`config.mk`:
```
export PLATFORM = sky130hd
export DESIGN_NAME = adsr_log_envelope_generator_flat
export DESIGN_NICKNAME = d
export VERILOG_FILES = /design/src/hdl/adsrle_pkg.sv /design/src/hdl/adsrle_if.sv /design/src/hdl/adsrle_lin_conv.sv /design/src/hdl/adsr_log_envelope_generator.sv /design/src/flat_wrapper.sv
export SDC_FILE = /design/constraint.sdc
export NUM_CORES = 1
export LEC_CHECK = 0
export ABC_AREA = 1
export BUFFER_PORTS_ARGS = -buffer_cell sky130_fd_sc_hd__clkbuf_2
export CAP_MARGIN = 20
export CORE_MARGIN = 1.5
export CORE_UTILIZATION = 51
export DETAILED_ROUTE_END_ITERATION = 10
export PLACE_DENSITY = 0.79
export REMOVE_ABC_BUFFERS = 1
export SLEW_MARGIN = 15
export SYNTH_ARGS = -nofsm -noshare
export SYNTH_HDL_FRONTEND = slang
export SYNTH_HIERARCHICAL = 1
export SYNTH_SLANG_ARGS = --single-unit
```
`constraint.sdc`:
```
create_clock -name i_clk -period 8.7 [get_ports i_clk]
set_clock_uncertainty 0.05 [all_clocks]
set_input_delay 0.87 -clock i_clk [delete_from_list [all_inputs] [get_ports i_clk]]
set_output_delay 0.87 -clock i_clk [all_outputs]
set_load 0.01 [all_outputs]
```
`src/hdl/adsrle_pkg.sv`:
```
// shared types, codes and exponent tables for the log-domain adsr envelope
package adsrle_pkg;

    localparam int unsigned LEVEL_W = 16;
    localparam int unsigned CFG_IDX_W = 2;
    localparam int unsigned EXP_TBL_DEPTH = 64;
    localparam int unsigned EXP_IDX_W = $clog2(EXP_TBL_DEPTH);

    typedef logic [LEVEL_W-1:0] t_level;

    typedef enum logic [2:0] {
        PH_OFF     = 3'd0,
        PH_ATTACK  = 3'd1,
        PH_HOLD    = 3'd2,
        PH_DECAY   = 3'd3,
        PH_SUSTAIN = 3'd4,
        PH_RELEASE = 3'd5
    } t_phase;

    typedef enum logic [CFG_IDX_W-1:0] {
        CFG_ATTACK_RATE   = 2'd0,
        CFG_DECAY_RATE    = 2'd1,
        CFG_SUSTAIN_LEVEL = 2'd2,
        CFG_RELEASE_RATE  = 2'd3
    } t_cfg_idx;

    localparam t_level LEVEL_MAX      = 16'hffff;
    localparam t_level HOLD_EXIT_LVL  = 16'hfff1;
    localparam t_level ATTACK_RST     = 16'd255;
    localparam t_level DECAY_RST      = 16'd15;
    localparam t_level SUSTAIN_RST    = 16'd57344;
    localparam t_level RELEASE_RST    = 16'd15;
    localparam logic [4:0] SHIFT_BASE = 5'd31;

    localparam logic [15:0] COARSE_EXP [EXP_TBL_DEPTH] = '{
        16'd32768, 16'd33125, 16'd33486, 16'd33850, 16'd34219, 16'd34591, 16'd34968, 16'd35349,
        16'd35734, 16'd36123, 16'd36516, 16'd36914, 16'd37316, 16'd37722, 16'd38133, 16'd38548,
        16'd38968, 16'd39392, 16'd39821, 16'd40255, 16'd40693, 16'd41136, 16'd41584, 16'd42037,
        16'd42495, 16'd42958, 16'd43425, 16'd43898, 16'd44376, 16'd44859, 16'd45348, 16'd45842,
        16'd46341, 16'd46846, 16'd47356, 16'd47871, 16'd48393, 16'd48920, 16'd49452, 16'd49991,
        16'd50535, 16'd51085, 16'd51642, 16'd52204, 16'd52773, 16'd53347, 16'd53928, 16'd54515,
        16'd55109, 16'd55709, 16'd56316, 16'd56929, 16'd57549, 16'd58176, 16'd58809, 16'd59449,
        16'd60097, 16'd60751, 16'd61413, 16'd62081, 16'd62757, 16'd63441, 16'd64132, 16'd64830
    };

    localparam logic [15:0] FINE_EXP [EXP_TBL_DEPTH] = '{
        16'd32768, 16'd32774, 16'd32779, 16'd32785, 16'd32790, 16'd32796, 16'd32801, 16'd32807,
        16'd32812, 16'd32818, 16'd32823, 16'd32829, 16'd32835, 16'd32840, 16'd32846, 16'd32851,
        16'd32857, 16'd32862, 16'd32868, 16'd32874, 16'd32879, 16'd32885, 16'd32890, 16'd32896,
        16'd32901, 16'd32907, 16'd32912, 16'd32918, 16'd32924, 16'd32929, 16'd32935, 16'd32940,
        16'd32946, 16'd32952, 16'd32957, 16'd32963, 16'd32968, 16'd32974, 16'd32979, 16'd32985,
        16'd32991, 16'd32996, 16'd33002, 16'd33007, 16'd33013, 16'd33018, 16'd33024, 16'd33030,
        16'd33035, 16'd33041, 16'd33046, 16'd33052, 16'd33058, 16'd33063, 16'd33069, 16'd33074,
        16'd33080, 16'd33086, 16'd33091, 16'd33097, 16'd33102, 16'd33108, 16'd33114, 16'd33119
    };

endpackage

```
`src/hdl/adsrle_if.sv`:
```
// channel interfaces: tick input, level output and register write
interface adsrle_tick_if;
    logic valid;
    logic ready;
    logic trigger;
    logic gate;

    modport source (output valid, output trigger, output gate, input ready);
    modport sink (input valid, input trigger, input gate, output ready);
endinterface

interface adsrle_level_if;
    import adsrle_pkg::*;
    logic   valid;
    logic   ready;
    t_level linear_level;
    t_level log_level;
    t_phase phase;
    logic   active;

    modport source (output valid, output linear_level, output log_level, output phase,
                    output active, input ready);
    modport sink (input valid, input linear_level, input log_level, input phase,
                  input active, output ready);
endinterface

interface adsrle_cfg_if;
    import adsrle_pkg::*;
    logic                 valid;
    logic                 ready;
    logic [CFG_IDX_W-1:0] index;
    t_level               data;

    modport source (output valid, output index, output data, input ready);
    modport sink (input valid, input index, input data, output ready);
endinterface

```
`src/hdl/adsrle_lin_conv.sv`:
```
// log level to linear level: coarse times fine exponent entry, shifted by octave
module adsrle_lin_conv (
    input  adsrle_pkg::t_level i_log_level,
    output adsrle_pkg::t_level o_linear_level
);
    import adsrle_pkg::*;

    logic [EXP_IDX_W-1:0] coarse_idx;
    logic [EXP_IDX_W-1:0] fine_idx;
    logic [3:0]           octave;
    logic [31:0]          prod;
    logic [4:0]           shamt;
    logic [31:0]          shifted;

    assign coarse_idx = i_log_level[11:6];
    assign fine_idx   = i_log_level[5:0];
    assign octave     = i_log_level[15:12];
    assign prod       = COARSE_EXP[coarse_idx] * FINE_EXP[fine_idx];
    assign shamt      = SHIFT_BASE - {1'b0, octave};
    assign shifted    = prod >> shamt;

    // a zero log level means silence, not the table floor
    assign o_linear_level = (i_log_level == '0) ? '0 : shifted[15:0];

endmodule

```
`src/hdl/adsr_log_envelope_generator.sv`:
```
// Log-domain ADSR envelope generator, one control-rate tick per input transaction.
//
// i_tick carries trigger and gate for one tick; o_level returns one transaction per
// tick with the linear level, the log level (4Q12), the phase and an active flag.
// i_cfg writes attack rate, decay rate, sustain level and release rate by index;
// it is always ready and should be used only while no tick is in flight.
//
// Pipeline: input register, envelope update (phase/level state), linear conversion
// into the output register. One tick per cycle is sustained while o_level.ready
// stays high; the state update of one tick completes in the same cycle as the next
// one reaches it, so ticks may arrive back to back.
//
// When o_level.ready is low the output register holds and the stages behind it
// fill up; i_tick.ready drops once the input register is occupied and blocked.
// Synchronous reset clears the pipeline, sets the phase to off with level zero and
// loads the default register values (attack 255, decay 15, sustain 57344, release 15).
module adsr_log_envelope_generator (
    input logic          i_clk,
    input logic          i_rst_n,
    adsrle_tick_if.sink  i_tick,
    adsrle_level_if.source o_level,
    adsrle_cfg_if.sink   i_cfg
);
    import adsrle_pkg::*;

    // configuration
    t_level r_attack_rate;
    t_level r_decay_rate;
    t_level r_sustain_level;
    t_level r_release_rate;

    // input stage
    logic r_in_valid;
    logic r_in_trigger;
    logic r_in_gate;

    // envelope state
    t_phase r_env_phase;
    t_level r_env_level;
    t_phase n_env_phase;
    t_level n_env_level;

    // update stage
    logic   r_st_valid;
    t_level r_st_level;
    t_phase r_st_phase;

    // output stage
    logic   r_out_valid;
    t_level r_out_linear;
    t_level r_out_log;
    t_phase r_out_phase;

    logic   out_adv;
    logic   st_adv;
    logic   in_adv;
    logic   step;
    t_level conv_linear;

    t_phase      phase_trig;
    logic [16:0] sum_attack;
    logic [16:0] diff_decay;
    logic [16:0] diff_release;

    assign out_adv = !r_out_valid || o_level.ready;
    assign st_adv  = !r_st_valid || out_adv;
    assign in_adv  = !r_in_valid || st_adv;
    assign step    = r_in_valid && st_adv;

    assign i_tick.ready = in_adv;
    assign i_cfg.ready  = 1'b1;

    always_ff @(posedge i_clk) begin
        if (!i_rst_n) begin
            r_attack_rate   <= ATTACK_RST;
            r_decay_rate    <= DECAY_RST;
            r_sustain_level <= SUSTAIN_RST;
            r_release_rate  <= RELEASE_RST;
        end else if (i_cfg.valid) begin
            case (t_cfg_idx'(i_cfg.index))
                CFG_ATTACK_RATE:   r_attack_rate   <= i_cfg.data;
                CFG_DECAY_RATE:    r_decay_rate    <= i_cfg.data;
                CFG_SUSTAIN_LEVEL: r_sustain_level <= i_cfg.data;
                CFG_RELEASE_RATE:  r_release_rate  <= i_cfg.data;
                default: begin
                end
            endcase
        end
    end

    always_ff @(posedge i_clk) begin
        if (!i_rst_n) begin
            r_in_valid <= 1'b0;
        end else if (in_adv) begin
            r_in_valid <= i_tick.valid;
        end
    end

    always_ff @(posedge i_clk) begin
        if (in_adv && i_tick.valid) begin
            r_in_trigger <= i_tick.trigger;
            r_in_gate    <= i_tick.gate;
        end
    end

    assign sum_attack   = {1'b0, r_env_level} + {1'b0, r_attack_rate};
    assign diff_decay   = {1'b0, r_env_level} - {1'b0, r_decay_rate};
    assign diff_release = {1'b0, r_env_level} - {1'b0, r_release_rate};
    assign phase_trig   = r_in_trigger ? PH_ATTACK : r_env_phase;

    always_comb begin
        n_env_level = r_env_level;
        n_env_phase = phase_trig;
        if (phase_trig == PH_OFF) begin
            n_env_level = '0;
        end else begin
            if (!r_in_gate) begin
                n_env_phase = PH_RELEASE;
            end
            case (n_env_phase)
                PH_ATTACK: begin
                    if (sum_attack[16]) begin
                        n_env_level = LEVEL_MAX;
                        n_env_phase = PH_HOLD;
                    end else begin
                        n_env_level = sum_attack[15:0];
                    end
                end
                PH_HOLD: begin
                    // wraps to all ones from zero, which also ends the hold
                    n_env_level = r_env_level - 16'd1;
                    if (r_env_level <= HOLD_EXIT_LVL) begin
                        n_env_phase = PH_DECAY;
                    end
                end
                PH_DECAY: begin
                    if (diff_decay[16] || (diff_decay[15:0] < r_sustain_level)) begin
                        n_env_level = r_sustain_level;
                        n_env_phase = PH_SUSTAIN;
                    end else begin
                        n_env_level = diff_decay[15:0];
                    end
                end
                PH_RELEASE: begin
                    if (diff_release[16]) begin
                        n_env_level = '0;
                        n_env_phase = PH_OFF;
                    end else begin
                        n_env_level = diff_release[15:0];
                    end
                end
                default: begin
                end
            endcase
        end
    end

    always_ff @(posedge i_clk) begin
        if (!i_rst_n) begin
            r_env_phase <= PH_OFF;
            r_env_level <= '0;
            r_st_valid  <= 1'b0;
        end else begin
            if (step) begin
                r_env_phase <= n_env_phase;
                r_env_level <= n_env_level;
            end
            if (st_adv) begin
                r_st_valid <= r_in_valid;
            end
        end
    end

    always_ff @(posedge i_clk) begin
        if (step) begin
            r_st_level <= n_env_level;
            r_st_phase <= n_env_phase;
        end
    end

    adsrle_lin_conv u_lin_conv (
        .i_log_level    (r_st_level),
        .o_linear_level (conv_linear)
    );

    always_ff @(posedge i_clk) begin
        if (!i_rst_n) begin
            r_out_valid <= 1'b0;
        end else if (out_adv) begin
            r_out_valid <= r_st_valid;
        end
    end

    always_ff @(posedge i_clk) begin
        if (out_adv && r_st_valid) begin
            r_out_linear <= conv_linear;
            r_out_log    <= r_st_level;
            r_out_phase  <= r_st_phase;
        end
    end

    assign o_level.valid        = r_out_valid;
    assign o_level.linear_level = r_out_linear;
    assign o_level.log_level    = r_out_log;
    assign o_level.phase        = r_out_phase;
    assign o_level.active       = (r_out_phase != PH_OFF);

endmodule

```
`src/flat_wrapper.sv`:
```
// flat-port wrapper written by rule: the top's interface ports become plain ports
module adsr_log_envelope_generator_flat import adsrle_pkg::*;
  (i_clk, i_rst_n, i_tick_valid, i_tick_trigger, i_tick_gate, i_tick_ready, o_level_valid, o_level_linear_level, o_level_log_level, o_level_phase, o_level_active, o_level_ready, i_cfg_valid, i_cfg_index, i_cfg_data, i_cfg_ready);
  adsrle_tick_if i_tick_i ();
  adsrle_level_if o_level_i ();
  adsrle_cfg_if i_cfg_i ();
  input logic i_clk;
  input logic i_rst_n;
  input wire logic [$bits(i_tick_i.valid)-1:0] i_tick_valid;
  input wire logic [$bits(i_tick_i.trigger)-1:0] i_tick_trigger;
  input wire logic [$bits(i_tick_i.gate)-1:0] i_tick_gate;
  output wire logic [$bits(i_tick_i.ready)-1:0] i_tick_ready;
  output wire logic [$bits(o_level_i.valid)-1:0] o_level_valid;
  output wire logic [$bits(o_level_i.linear_level)-1:0] o_level_linear_level;
  output wire logic [$bits(o_level_i.log_level)-1:0] o_level_log_level;
  output wire logic [$bits(o_level_i.phase)-1:0] o_level_phase;
  output wire logic [$bits(o_level_i.active)-1:0] o_level_active;
  input wire logic [$bits(o_level_i.ready)-1:0] o_level_ready;
  input wire logic [$bits(i_cfg_i.valid)-1:0] i_cfg_valid;
  input wire logic [$bits(i_cfg_i.index)-1:0] i_cfg_index;
  input wire logic [$bits(i_cfg_i.data)-1:0] i_cfg_data;
  output wire logic [$bits(i_cfg_i.ready)-1:0] i_cfg_ready;
  assign i_tick_i.valid = i_tick_valid;
  assign i_tick_i.trigger = i_tick_trigger;
  assign i_tick_i.gate = i_tick_gate;
  assign i_tick_ready = i_tick_i.ready;
  assign o_level_valid = o_level_i.valid;
  assign o_level_linear_level = o_level_i.linear_level;
  assign o_level_log_level = o_level_i.log_level;
  assign o_level_phase = o_level_i.phase;
  assign o_level_active = o_level_i.active;
  assign o_level_i.ready = o_level_ready;
  assign i_cfg_i.valid = i_cfg_valid;
  assign i_cfg_i.index = i_cfg_index;
  assign i_cfg_i.data = i_cfg_data;
  assign i_cfg_ready = i_cfg_i.ready;
  adsr_log_envelope_generator u_core (.i_clk(i_clk), .i_rst_n(i_rst_n), .i_tick(i_tick_i), .o_level(o_level_i), .i_cfg(i_cfg_i));
endmodule
```
==> results.yml, run 1 <==
sta:
  setup_viol: 0
  timing.fmax_ghz: 0.1242
  finalHoldViolCount: 0
  rsz0062_at_grt: "false"
  tightestPinTransition_ns: 0.7970
  timing.setup.tns_ns: 0
  slew_violations: 0
  fin_crit_ns: 8.054
  post-route-period-util: 0.9258
  whs_ns: 0.3753
  slew_headroom: 0.4681
synthesis:
  yosysWarnings: 6
  synthTopCellsByArea: "ha_1, fa_1, nand2_1, dfxtp_1, edfxtp_1"
  ys_types: 66
  yosys.area.top_type: "ha_1"
  synth.top_cell.area_share: 0.1373
  synth.avg_cell_area_um2: 6.867
  seq_area_frac_synth: 0.1915
  async_flop_share: 0
  synthFlopType: "dfxtp_1"
  synth_area_um2: 17770
  synth_seq_cells: 142
  synth_edf_count: 56
  syn_inst: 2588
global_routing:
  grt_pass1_vias: 17238
  grt_pass1_wl_mm: 86.78
  grt_overflow_total: 0
  antenna_found_initial: 0
  grt_use_total: 0.3035
  grt_max_degree: 80
drt:
  drtIter0Drc: 1629
  dr.pass1.iters: 8
  drtAntennaViolNets: 0
  avgRoutedWirePerCell_um: 17.37
  remaining_drc_errors: 0
  routed_via_density: 5.634
  postRouteWirelength_mm: 53.82
  vias: 17454
critical_path:
  cpMostUsedCell: "inv_1"
  crit_path_end_kind: "register"
  crit_path_top_delay_cell: "edfxtp_1"
  cp-start-kind: "register"
  crit_type: "reg -> reg"
  cp_slowest_stage_delay_ns: 0.60
  critPathMaxFanout: 13
  worstPathArrival_ns: 8.20
  cp_data_required_time_ns: 8.85
floorplanning:
  die_h_um: 189.7
  die-area_um2: 35970
  rows: 68
  die_x_um: 189.7
  core_area_um2: 34460
  initial_core_util: 0.5157
  ios: 64
job:
  maxCapViolCount: 0
layout:
  multiInputGateArea_um2: 12350
  finalCoreUtilization: 0.5565
  num-fill-cells: 3316
  area_delta_synth_final_pct: 7.914
  final_area_um2: 19180
  seq_area_um2: 3403
  insertedDiodeCount: 0
  drive_gt1_frac: 0.08891
  final_nets: 2957
run_status:
  outcome: "complete, no violations"
cts:
  path_clk_slew_ns: 0.07
  cts_tree: "done"
  ctsHoldBuffers: 0
  worstSkewPairLatency_ns: 0.44
  cts_num_sinks: 142
  clockRootBuffer: "clkbuf_16"
  clk_path_buf_depth: 2
  htreeDepth: 4
  cts_buffers: 17
placed_design:
  dpl_cell_area_um2: 18520
  io_buffers: 62
  gp_congestion: 0.9972
  dp_hpwl_mm: 43.04
worst_hold_path:
  min_path_type: "reg -> reg"
what timing repair did:
action / 4_1_cts / 5_1_grt
setup buffers: 0 / 3
gates resized for setup: 0 / 2
setup endpoints to repair: 0 / 7
cell families (layout without fill, tap and decap cells):
kind of cell             after synthesis  after routing  synth area share
AND/OR/NAND/NOR                     1137           1137            0.2825
buffers and inverters                525            580            0.1148
AO/OA/AOI/OAI                        463            463            0.1443
adder cells (fa/ha/maj)              302            302            0.2578
flip-flops                           142            142            0.1915
XOR/XNOR                              18             18          0.008871
other                                  1              1         0.0002110
metrics by stage:
step                      instances  setup slack, ns
final                          3098           0.6456
after global routing           3098           0.1234
after CTS                      3094           0.5537
after detailed placement       3062           0.5664
after global placement         3062           0.7793
after floorplan                2524            1.302
worst paths after layout:
check / to / startpoint / cells past startpoint / slack [ns]
min reg2reg: u_core/o_level.phase[2] / u_core/r_st_phase[2] / 0 / 0.38
min: u_core/o_level.phase[2] / u_core/r_st_phase[2] / 0 / 0.38
max reg2reg: u_core/o_level.linear_level[5] / u_core/r_st_level[1] / 33 / 0.65
max: u_core/o_level.linear_level[5] / u_core/r_st_level[1] / 33 / 0.65
area by class of cell:
class	instances	area share
multi-input combinational	1921	0.6438
sequential	142	0.1775
inverter	461	0.09043
tap	455	0.02969
timing repair buffer	87	0.02597
clock buffer	19	0.02479
clock inverter	13	0.007829
routing by layer:
layer,vias up,routed length (um),track usage
met3,144,2855,0.03173
met1,8227,21810,0.3655
met5,-,0,0
met4,0,2688,0.1563
li1,8412,-,-
met2,671,26470,0.5354
synthesized netlist by cell type (22+ instances only):
library cell	count
nand2_1	526
inv_1	438
nor2_1	294
a21oi_1	212
ha_1	195
nand3_1	188
o21ai_0	150
fa_1	107
dfxtp_1	86
edfxtp_1	56
clkbuf_1	37
nand2_2	30
o21ai_1	27
nand3_2	22
critical path, delay by kind of cell (launching register included):
| family | cells | cell delay, ns |
|---|---|---|
| fa+ha+maj | 8 | 3.77 |
| compound gates | 8 | 1.44 |
| simple gates | 10 | 1.06 |
| buf+inv | 7 | 0.86 |
| flops | 1 | 0.60 |
placed cells by master, fill, tap and decap left out, types with 25 or more instances in the layout:
| cell | count |
|---|---|
| dfxtp_1 | 86 |
| inv_1 | 437 |
| clkbuf_2 | 62 |
| buf_4 | 25 |
| a21oi_1 | 211 |
| o21ai_0 | 150 |
| nand2_1 | 526 |
| nand3_1 | 188 |
| nor2_1 | 293 |
| o21ai_1 | 27 |
| fa_1 | 107 |
| edfxtp_1 | 56 |
| ha_1 | 195 |
| nand2_2 | 30 |
sequential cells by signal, indices dropped and copies added (netlist names):
name / count
u_core/o_level.linear_level: 16
u_core/o_level.log_level: 16
u_core/o_level.phase: 3
u_core/o_level.valid: 1
u_core/r_attack_rate: 16
u_core/r_decay_rate: 16
u_core/r_env_level: 16
u_core/r_env_phase: 3
u_core/r_in_gate: 1
u_core/r_in_trigger: 1
u_core/r_in_valid: 1
u_core/r_release_rate: 16
u_core/r_st_level: 16
u_core/r_st_phase: 3
u_core/r_st_valid: 1
u_core/r_sustain_level: 16
Power of run 1 is left out: the tool's default activity adds up to more than one toggle a clock period on the data nets, which glitch-free logic cannot reach.
==> run 2, diff against run 1 <==
--- a/config.mk
+++ b/config.mk
@@ -7,10 +7,12 @@
 export LEC_CHECK = 0
 export ABC_AREA = 1
 export BUFFER_PORTS_ARGS = -buffer_cell sky130_fd_sc_hd__clkbuf_2
-export CAP_MARGIN = 20
+export CAP_MARGIN = 5
 export CORE_MARGIN = 1.5
 export CORE_UTILIZATION = 51
 export DETAILED_ROUTE_END_ITERATION = 10
+export HOLD_SLACK_MARGIN = 0.05
+export MAX_ROUTING_LAYER = met4
 export PLACE_DENSITY = 0.79
 export REMOVE_ABC_BUFFERS = 1
 export SLEW_MARGIN = 15
==> run 2 against run 1 <==
Core utilization down 0.11 points; worst setup slack worse by 0.085 ns; final cell count about the same; fmax down 1.0%; routed wire length up 0.80%; non-clock buffer count down 3; die area unchanged; register-to-register slack worse by 0.09 ns; sequential cell count unchanged; cell area down 0.19%; hold slack worse by 0.0066 ns; first-iteration DRC count down 3.6%; largest cell class unchanged.
==> results.yml, run 2 (synthesis gave the netlist of run 1 again) <==
run_status:
  outcome: "complete, no violations"
layout:
  area_delta_synth_final_pct: 7.710
  final_nets: 2954
  layout_common_cells: "nand2_1, inv_1, nor2_1"
  insertedDiodeCount: 0
  num-fill-cells: 3301
  fin_cells: 3095
  final_area_um2: 19140
  final_common_cell: "nand2_1"
  drive_gt1_frac: 0.08712
placed_design:
  io_buffers: 62
  dp.cells: 3062
  dpl_cell_area_um2: 18520
  gp_congestion: 1.015
  dp_hpwl_mm: 43.47
cts:
  clockRootBuffer: "clkbuf_16"
  clk_path_buf_depth: 2
  htreeDepth: 4
  cts_tree: "done"
  worstSkewPairLatency_ns: 0.44
  cts_num_sinks: 142
  path_clk_slew_ns: 0.07
  cts_buffers: 17
  cts_resized: 0
critical_path:
  cp_slowest_stage_delay_ns: 0.54
  crit_path_top_delay_cell: "edfxtp_1"
  cp_data_required_time_ns: 8.85
  worstPathArrival_ns: 8.29
  critPathMaxFanout: 9
  crit_path_end_kind: "register"
  cp-start-kind: "register"
  crit_type: "reg -> reg"
  cpMostUsedCell: "inv_1"
  r2r_cells: 38
job:
  maxCapViolCount: 0
drt:
  routed_via_density: 5.671
  vias: 17552
  avgRoutedWirePerCell_um: 17.53
  drtIter0Drc: 1570
  drtAntennaViolNets: 0
  postRouteWirelength_mm: 54.25
  remaining_drc_errors: 0
  dr.pass1.iters: 6
floorplanning:
  core_area_um2: 34460
  die_x_um: 189.7
  die-area_um2: 35970
  ios: 64
  die_h_um: 189.7
  rows: 68
  initial_core_util: 0.5157
global_routing:
  grt_use_total: 0.3188
  grt_pass1_wl_mm: 88.64
  grt_max_degree: 80
  antenna_found_initial: 0
  grt_pass1_vias: 17515
  grt_overflow_total: 0
sta:
  rsz0062_at_grt: "false"
  finalHoldViolCount: 0
  timing.setup.tns_ns: 0
  slew_violations: 0
  setup_viol: 0
  slew_headroom: 0.2208
  post-route-period-util: 0.9356
  tightestPinTransition_ns: 1.161
  timing.fmax_ghz: 0.1229
  whs_ns: 0.3687
  fin_crit_ns: 8.140
worst_hold_path:
  hold_depth: 0
  min_path_type: "reg -> reg"
run 2: changes by cell type in the layout (fill, tap and decap cells not counted), sizes merged:
cell | before | now
bufinv | 2 | 3
clkbuf | 81 | 80
buf | 25 | 22
clkinv | 11 | 8
inv | 458 | 461
run 2: final timing paths:
kind         slack (ns)                 start                        endpoint
max                0.56  u_core/r_st_level[7]  u_core/o_level.linear_level[0]
min                0.37  u_core/r_st_phase[0]         u_core/o_level.phase[0]
max reg2reg        0.56  u_core/r_st_level[7]  u_core/o_level.linear_level[0]
min reg2reg        0.37  u_core/r_st_phase[0]         u_core/o_level.phase[0]
run 2: area by class of cell:
cell class | count | area, um^2 | area share
repair buffers | 84 | 475.5 | 0.02484
multi-input cells | 1921 | 12340 | 0.6449
well taps | 455 | 569.3 | 0.02974
flip-flops and latches | 142 | 3403 | 0.1778
clock buffers | 18 | 439.2 | 0.02294
inverters | 461 | 1730 | 0.09040
clock inverters | 14 | 178.9 | 0.009348
run 2: metal layers:
layer / routed length, um / global-route usage / vias to the layer above
li1: - / - / 8402
met1: 21630 / 0.3680 / 8251
met2: 26700 / 0.5518 / 740
met3: 3074 / 0.03302 / 159
met4: 2847 / 0.1578 / 0
met5: 0 / - / -
run 2: critical path, delay by kind of cell, from the launching register on:
| family | cells | cell delay [ns] |
|---|---|---|
| AO/OA/AOI/OAI | 6 | 0.98 |
| adder cells (fa/ha/maj) | 8 | 3.64 |
| buffers and inverters | 10 | 1.09 |
| flip-flops | 1 | 0.54 |
| AND/OR/NAND/NOR | 14 | 1.58 |
run 2: repair_timing:
action                     in CTS  in global routing
buffers inserted                0                  1
setup endpoints to repair       0                  6
hold buffers                    0                  0
run 2: metrics by stage:
step                utilization  setup WS, ns
floorplan                     -         1.302
finish                   0.5555        0.5601
detailed placement       0.5373        0.6072
global route             0.5555      0.002512
global placement         0.5373        0.7098
CTS                      0.5553        0.5778
Power of run 2 is left out for the same reason.
==> run 3, diff against run 2 <==
--- a/config.mk
+++ b/config.mk
@@ -10,6 +10,7 @@
 export CAP_MARGIN = 5
 export CORE_MARGIN = 1.5
 export CORE_UTILIZATION = 51
+export CTS_BUF_LIST = sky130_fd_sc_hd__clkbuf_8
 export DETAILED_ROUTE_END_ITERATION = 10
 export HOLD_SLACK_MARGIN = 0.05
 export MAX_ROUTING_LAYER = met4
==> run 3 against run 2 <==
Register-to-register slack got worse by 0.03 ns; cell area fell by 0.97%; fmax fell by 0.42%; critical path depth fell by 1; largest cell class unchanged; critical endpoint unchanged; clock-buffer cell count did not move.
==> results.yml, run 3 (synthesis gave the netlist of run 1 again) <==
run_status:
  outcome: "complete, no violations"
global_routing:
  grt_max_degree: 80
  grt_use_total: 0.3175
  grt_pass1_vias: 17513
  grt_overflow_total: 0
  grt_pass1_wl_mm: 88.24
  antenna_found_initial: 0
drt:
  postRouteWirelength_mm: 54.19
  dr.pass1.iters: 7
  avgRoutedWirePerCell_um: 17.51
  drtAntennaViolNets: 0
  vias: 17468
  remaining_drc_errors: 0
  drtIter0Drc: 1579
  routed_via_density: 5.644
cts:
  clockRootBuffer: "clkbuf_8"
  ctsHoldBuffers: 0
  htreeDepth: 4
  cts_tree: "done"
  cts_buffers: 17
  path_clk_slew_ns: 0.09
  clk_path_buf_depth: 2
  cts_num_sinks: 142
  worstSkewPairLatency_ns: 0.48
sta:
  setup_viol: 0
  slew_violations: 0
  timing.setup.tns_ns: 0
  finalHoldViolCount: 0
  slew_headroom: 0.2245
  timing.fmax_ghz: 0.1223
  rsz0062_at_grt: "false"
  fin_crit_ns: 8.174
  post-route-period-util: 0.9395
  tightestPinTransition_ns: 1.156
critical_path:
  cp-start-kind: "register"
  cp_slowest_stage_delay_ns: 0.59
  worstPathArrival_ns: 8.36
  cp_data_required_time_ns: 8.89
  cpMostUsedCell: "inv_1"
  critPathMaxFanout: 11
  crit_path_end_kind: "register"
  crit_path_top_delay_cell: "edfxtp_1"
  crit_type: "reg -> reg"
floorplanning:
  ios: 64
  die-area_um2: 35970
  die_h_um: 189.7
  die_x_um: 189.7
  core_area_um2: 34460
  rows: 68
  initial_core_util: 0.5157
placed_design:
  dp_hpwl_mm: 43.47
  gp_congestion: 1.015
  io_buffers: 62
layout:
  insertedDiodeCount: 0
  layout_common_cells: "nand2_1, inv_1, nor2_1"
  final_nets: 2954
  drive_gt1_frac: 0.08750
  final_common_cell: "nand2_1"
  area_delta_synth_final_pct: 6.660
worst_hold_path:
  min_path_type: "reg -> reg"
job:
  maxCapViolCount: 0
run 3: cell counts in the layout (fill, tap and decap cells not counted):
No cell type changed its count.
run 3: through the flow:
step | cell area (um^2) | cells | util | setup slack [ns] | hold WS [ns]
2_1_floorplan | 17460 | 2524 | - | 1.302 | 0.3503
3_3_place_gp | 18520 | 3062 | 0.5373 | 0.7098 | 0.3602
3_5_place_dp | 18520 | 3062 | 0.5373 | 0.6072 | 0.3562
4_1_cts | 18940 | 3094 | 0.5497 | 0.5786 | 0.3773
5_1_grt | 18950 | 3095 | 0.5501 | 0.000002665 | 0.3958
6_report | 18950 | 3095 | 0.5501 | 0.5260 | 0.3750
run 3: what timing repair did:
item / 4_1_cts / 5_1_grt
gates resized for setup: 0 / 1
setup buffers: 0 / 1
setup endpoints to repair: 0 / 6
run 3: cell type report:
| type | count | area, um^2 |
|---|---|---|
| clock inverters | 14 | 178.9 |
| repair buffers | 84 | 475.5 |
| multi-input cells | 1921 | 12350 |
| inverters | 461 | 1730 |
| flip-flops and latches | 142 | 3403 |
| fillers | 3327 | 15500 |
| clock buffers | 18 | 247.7 |
| well taps | 455 | 569.3 |
run 3: worst paths after layout:
path / cells after the start / slack [ns] / to / from
worst max register to register: 37 / 0.53 / u_core/o_level.linear_level[0] / u_core/r_st_level[1]
worst min register to register: 0 / 0.37 / u_core/o_level.phase[0] / u_core/r_st_phase[0]
worst max-delay path: 37 / 0.53 / u_core/o_level.linear_level[0] / u_core/r_st_level[1]
worst min-delay path: 0 / 0.37 / u_core/o_level.phase[0] / u_core/r_st_phase[0]
run 3: routing by layer:
| metal | up-vias | global-route usage | wire length [um] |
|---|---|---|---|
| met5 | - | - | 0 |
| met4 | 0 | 0.1593 | 2738 |
| met3 | 152 | 0.03062 | 2898 |
| met2 | 729 | 0.5513 | 26720 |
| met1 | 8176 | 0.3656 | 21840 |
| li1 | 8411 | - | - |
run 3: critical path: cells and delay by family, from the launching register on:
family | cells | cell delay (ns)
adder cells (fa/ha/maj) | 8 | 3.57
AND/OR/NAND/NOR | 14 | 1.69
buffers and inverters | 10 | 1.09
AO/OA/AOI/OAI | 5 | 0.94
flip-flops | 1 | 0.59
Power of run 3 is left out for the same reason.
